[src/design/deq_pkg.sv]
package deq_pkg;

    localparam int OPCODE_W = 3;
    localparam int INDEX_W  = 10;
    localparam int WORD_W   = 32;
    localparam int ERR_W    = 2;
    localparam int COUNT_W  = 11;

    typedef enum logic [OPCODE_W-1:0] {
        OP_PUSH_FRONT = 3'd0,
        OP_PUSH_BACK  = 3'd1,
        OP_READ_AT    = 3'd2,
        OP_WRITE_AT   = 3'd3,
        OP_READ_FRONT = 3'd4,
        OP_READ_BACK  = 3'd5
    } t_opcode;

    typedef enum logic [ERR_W-1:0] {
        ERR_OK    = 2'd0,
        ERR_RANGE = 2'd1,
        ERR_FULL  = 2'd2,
        ERR_EMPTY = 2'd3
    } t_err;

    typedef enum logic [1:0] {
        ST_IDLE,
        ST_ADDR,
        ST_MEM,
        ST_RESP
    } t_state;

    // commands from the controller to the datapath
    typedef struct packed {
        logic load;
        logic addr;
        logic mem;
        logic resp;
    } t_cmd;

endpackage

[src/design/deq_ctrl.sv]
module deq_ctrl (
    input  logic         i_clk,
    input  logic         i_rst_n,
    input  logic         start,
    output logic         busy,
    output deq_pkg::t_cmd o_cmd
);

    deq_pkg::t_state r_state;
    deq_pkg::t_state n_state;

    always_ff @(posedge i_clk) begin
        if (!i_rst_n) begin
            r_state <= deq_pkg::ST_IDLE;
        end else begin
            r_state <= n_state;
        end
    end

    always_comb begin
        n_state = r_state;
        case (r_state)
            deq_pkg::ST_IDLE: begin
                if (start) begin
                    n_state = deq_pkg::ST_ADDR;
                end
            end
            deq_pkg::ST_ADDR: n_state = deq_pkg::ST_MEM;
            deq_pkg::ST_MEM:  n_state = deq_pkg::ST_RESP;
            deq_pkg::ST_RESP: n_state = deq_pkg::ST_IDLE;
            default:          n_state = deq_pkg::ST_IDLE;
        endcase
    end

    always_comb begin
        o_cmd = '0;
        busy  = 1'b1;
        case (r_state)
            deq_pkg::ST_IDLE: begin
                busy       = 1'b0;
                o_cmd.load = start;
            end
            deq_pkg::ST_ADDR: o_cmd.addr = 1'b1;
            deq_pkg::ST_MEM:  o_cmd.mem  = 1'b1;
            deq_pkg::ST_RESP: o_cmd.resp = 1'b1;
            default:          busy       = 1'b1;
        endcase
    end

endmodule

[config.mk]
export PLATFORM = sky130hd
export DESIGN_NAME = deq_ctrl
export DESIGN_NICKNAME = d
export VERILOG_FILES = /design/src/design/deq_pkg.sv /design/src/design/deq_ctrl.sv
export SDC_FILE = /design/constraint.sdc
export NUM_CORES = 1
export LEC_CHECK = 0
export BUFFER_PORTS_ARGS = -buffer_cell sky130_fd_sc_hd__buf_2
export CELL_PAD_IN_SITES_DETAIL_PLACEMENT = 0
export CELL_PAD_IN_SITES_GLOBAL_PLACEMENT = 2
export CORE_AREA = 5 5 42 44
export DETAILED_ROUTE_END_ITERATION = 6
export DIE_AREA = 0 0 47 49
export PLACE_DENSITY_LB_ADDON = 0.1
export SETUP_SLACK_MARGIN = 0.3
export SLEW_MARGIN = 30
export SYNTH_ARGS = -nofsm -noshare
export SYNTH_HDL_FRONTEND = slang
export SYNTH_SLANG_ARGS = --single-unit
[constraint.sdc]
create_clock -name i_clk -period 1.5 [get_ports i_clk]
set_input_delay 0.075 -clock i_clk [delete_from_list [all_inputs] [get_ports i_clk]]
set_output_delay 0.075 -clock i_clk [all_outputs]
set_load 0.05 [all_outputs]
==> key figures <==
Worst setup path
  – WS Path Type: flip-flop to output port
  – R2R Path End: r_state[1]
  – CP max FO: 3
  – Critical path capture point type: output port
  – Sequence of cells on the critical path: buf_4, ha_1, clkbuf_4
  – Startpoint Class: flip-flop
  – Crit path buffers/inverters: 2
  – CP top delay family: buffers and inverters
  – Highest-delay cell along the critical path: dfxtp_2
  – Worst r2r path cells: 6
  – CP Launch Point: r_state[0]
  – Slowest cell delay on critical path: approximately 0.32 ns
  – Worst Path Required: 1.42 ns
  – WP depth: 3
  – Reg2reg setup slack: 0.39 ns
  – Crit path DAT: 1.08 ns
  – Reg-to-Reg Start: r_state[1]

Min path
  – HP Class: input pin to flip-flop
  – Origin of the worst min-delay path: i_rst_n
  – WHS Path Cells: 2
  – WHS Endpoint: r_state[0]

Timing
  – Slew Viols, Final: 0
  – Final hold viol count: 0
  – Clock skew: 0.003089 ns
  – # setup viols final: 0
  – Final worst path period share: between 70% and 80%
  – Max Freq: 866.3 MHz
  – TNS Setup: 0 ns
  – Least-Margin Pin Slew: 0.2481 ns
  – Crit path time final: 1.154 ns
  – Unrepaired setup endpoints after global routing: false
  – Slew Limit Headroom: about 84%

Synth
  – Synth Area in Compound Gates: under 10%
  – Yosys top cell by area: ha_1
  – Post-Synth XOR/XNOR Area: 0%
  – Synthesized instance count: 17
  – Mapped cell area: 168.9 µm²
  – Adder-Cell Fraction of Synth Area: about 37%
  – Synth top area share: between 30% and 40%
  – Seq cells post-synth: 2
  – Ys Warns: 0
  – Top cells by area, synth: ha_1 (37%), dfxtp_1 (24%), nand2b_4 (8.1%)
  – Synthesized net count: 25
  – Syn_area_per_cell: 9.936 µm²
  – Distinct cell type count after synthesis: 10
  – Post-synthesis sequential area ratio: 23.70%
  – Proportion of synthesized area in mux cells: under 10%
  – Synth Area in Simple Gates: between 20% and 30%
  – Largest family of logic cells by synthesized area: adder cells

Global routing
  – Largest net degree at the start of global routing: 4
  – Initial antenna violation count: 0
  – Vias in the first global route: between 150 and 200
  – Global-route wire length before repair: ~670 µm
  – Tot GR Track Use: approximately 4.5%
  – Total grt overflow: 0

Cells and area
  – Diodes inserted: 0
  – Share of cells above drive strength 1: ~70%
  – Max reg flops: 2
  – Post-Route Utilization: approximately 22%
  – Total Nets Final: just over 40
  – Area Overhead vs Synth: 85.19%
  – Most flops, register: r_state
  – Largest regs: r_state x2

Clocking
  – CTS tree: yes
  – Clock latency on the worst-skew pair: ~0.22 ns
  – Clock Path Buffers: 2
  – Root Buffer: clkbuf_4
  – CTS Buf Count: 3
  – Hold buffer count at CTS: 0
  – Clock H-tree levels: 1
  – CTS clk-pin slew, worst paths: 0.03 ns
  – CTS Sinks: 2

Routing
  – Residual DRC: 0
  – Via density: roughly 3.5
  – DRT Pass-1 Iters: 1
  – Vias: about 160
  – DR WL/cell: 8.787 µm
  – Drt initial violations: 0
  – ANT nets after route: 0
  – Routed WL: 413 µm

Floorplan
  – Initial core utilization: about an eighth
  – # rows: 14
  – Die Area: 2303 µm²
  – Ports: 8
  – CORE AREA: 1401 µm²
  – Die width: between 40 and 50 µm
  – Die Ht: slightly below 50 µm

Job
  – Max-cap viol count: 0

Place
  – I/O Buffers: 7
  – Placer Congestion: around 0.57

Status
  – Outcome: completed
[stage by stage]
step / setup slack (ns) / instances / cell area [µm²] / hold slack, ns
6_report: 0.3457 / 47 / 312.8 / 0.09664
5_1_grt: 0.3085 / 47 / 312.8 / 0.1022
4_1_cts: 0.3030 / 47 / 307.8 / 0.08327
3_5_place_dp: 0.2929 / 40 / 226.5 / 0.3218
3_3_place_gp: 0.2805 / 40 / 226.5 / 0.3221
2_1_floorplan: 0.4016 / 17 / 171.4 / 0.2032
[cell type report]
| cell class | instances | area (µm²) |
|---|---|---|
| well taps | 16 | 20.02 |
| fillers | 162 | 1089 |
| multi-input cells | 12 | 133.9 |
| clock buffers | 3 | 22.52 |
| flip-flops and latches | 2 | 42.54 |
| repair buffers | 11 | 80.08 |
| inverters | 3 | 13.76 |
[Yosys cell counts, drive strengths merged]
library cell,count
and2,1
dfxtp,2
ha,5
inv,3
mux2i,1
nand2,1
nand2b,1
nor2,1
nor2b,1
o211a,1
[layer usage]
metal  global-route usage (%)  vias to the layer above  wire, µm
met3                    2.583                        0        41
met5                        0                        -         0
li1                         -                       82         -
met2                    7.014                        5       239
met4                    5.530                        0         0
met1                    3.063                       76       132
[placed cells by master (no fill, tap or decap), drive strengths merged]
cell	netlist	final
nor2	1	1
nand2b	1	1
mux2i	1	1
ha	5	5
dfxtp	2	2
inv	3	3
o211a	1	1
buf	0	9
nand2	1	1
nor2b	1	1
clkbuf	0	5
and2	1	1
[worst reg2reg max path, cell delays in order, from the launching register on]
cell      delay, ns
dfxtp_2        0.35
inv_4          0.05
ha_4           0.16
buf_4          0.13
nand2b_4       0.07
mux2i_1        0.18
nor2b_1        0.06
[how the worst max path moves through the flow]
stage / end / slack (ns)
5_1_grt: busy / 0.31
2_1_floorplan: r_state[0] / 0.40
3_3_place_gp: o_cmd[3] / 0.28
4_1_cts: o_cmd[1] / 0.30
3_5_place_dp: o_cmd[3] / 0.29
6_report: o_cmd[0] / 0.35
[kinds of logic after synthesis]
| kind of cell | Yosys count |
|---|---|
| fa+ha+maj | 5 |
| simple gates | 5 |
| compound gates | 1 |
| flops | 2 |
| mux | 1 |
| buf+inv | 3 |
[repair_timing]
action,CTS,global route
pin swaps,1,0
resized for setup,11,2
endpoints found under the setup margin,3,2
buffers inserted,4,0
Power is not shown: default switching activity piles up to over one toggle a cycle in this logic, so the estimate is an artifact.
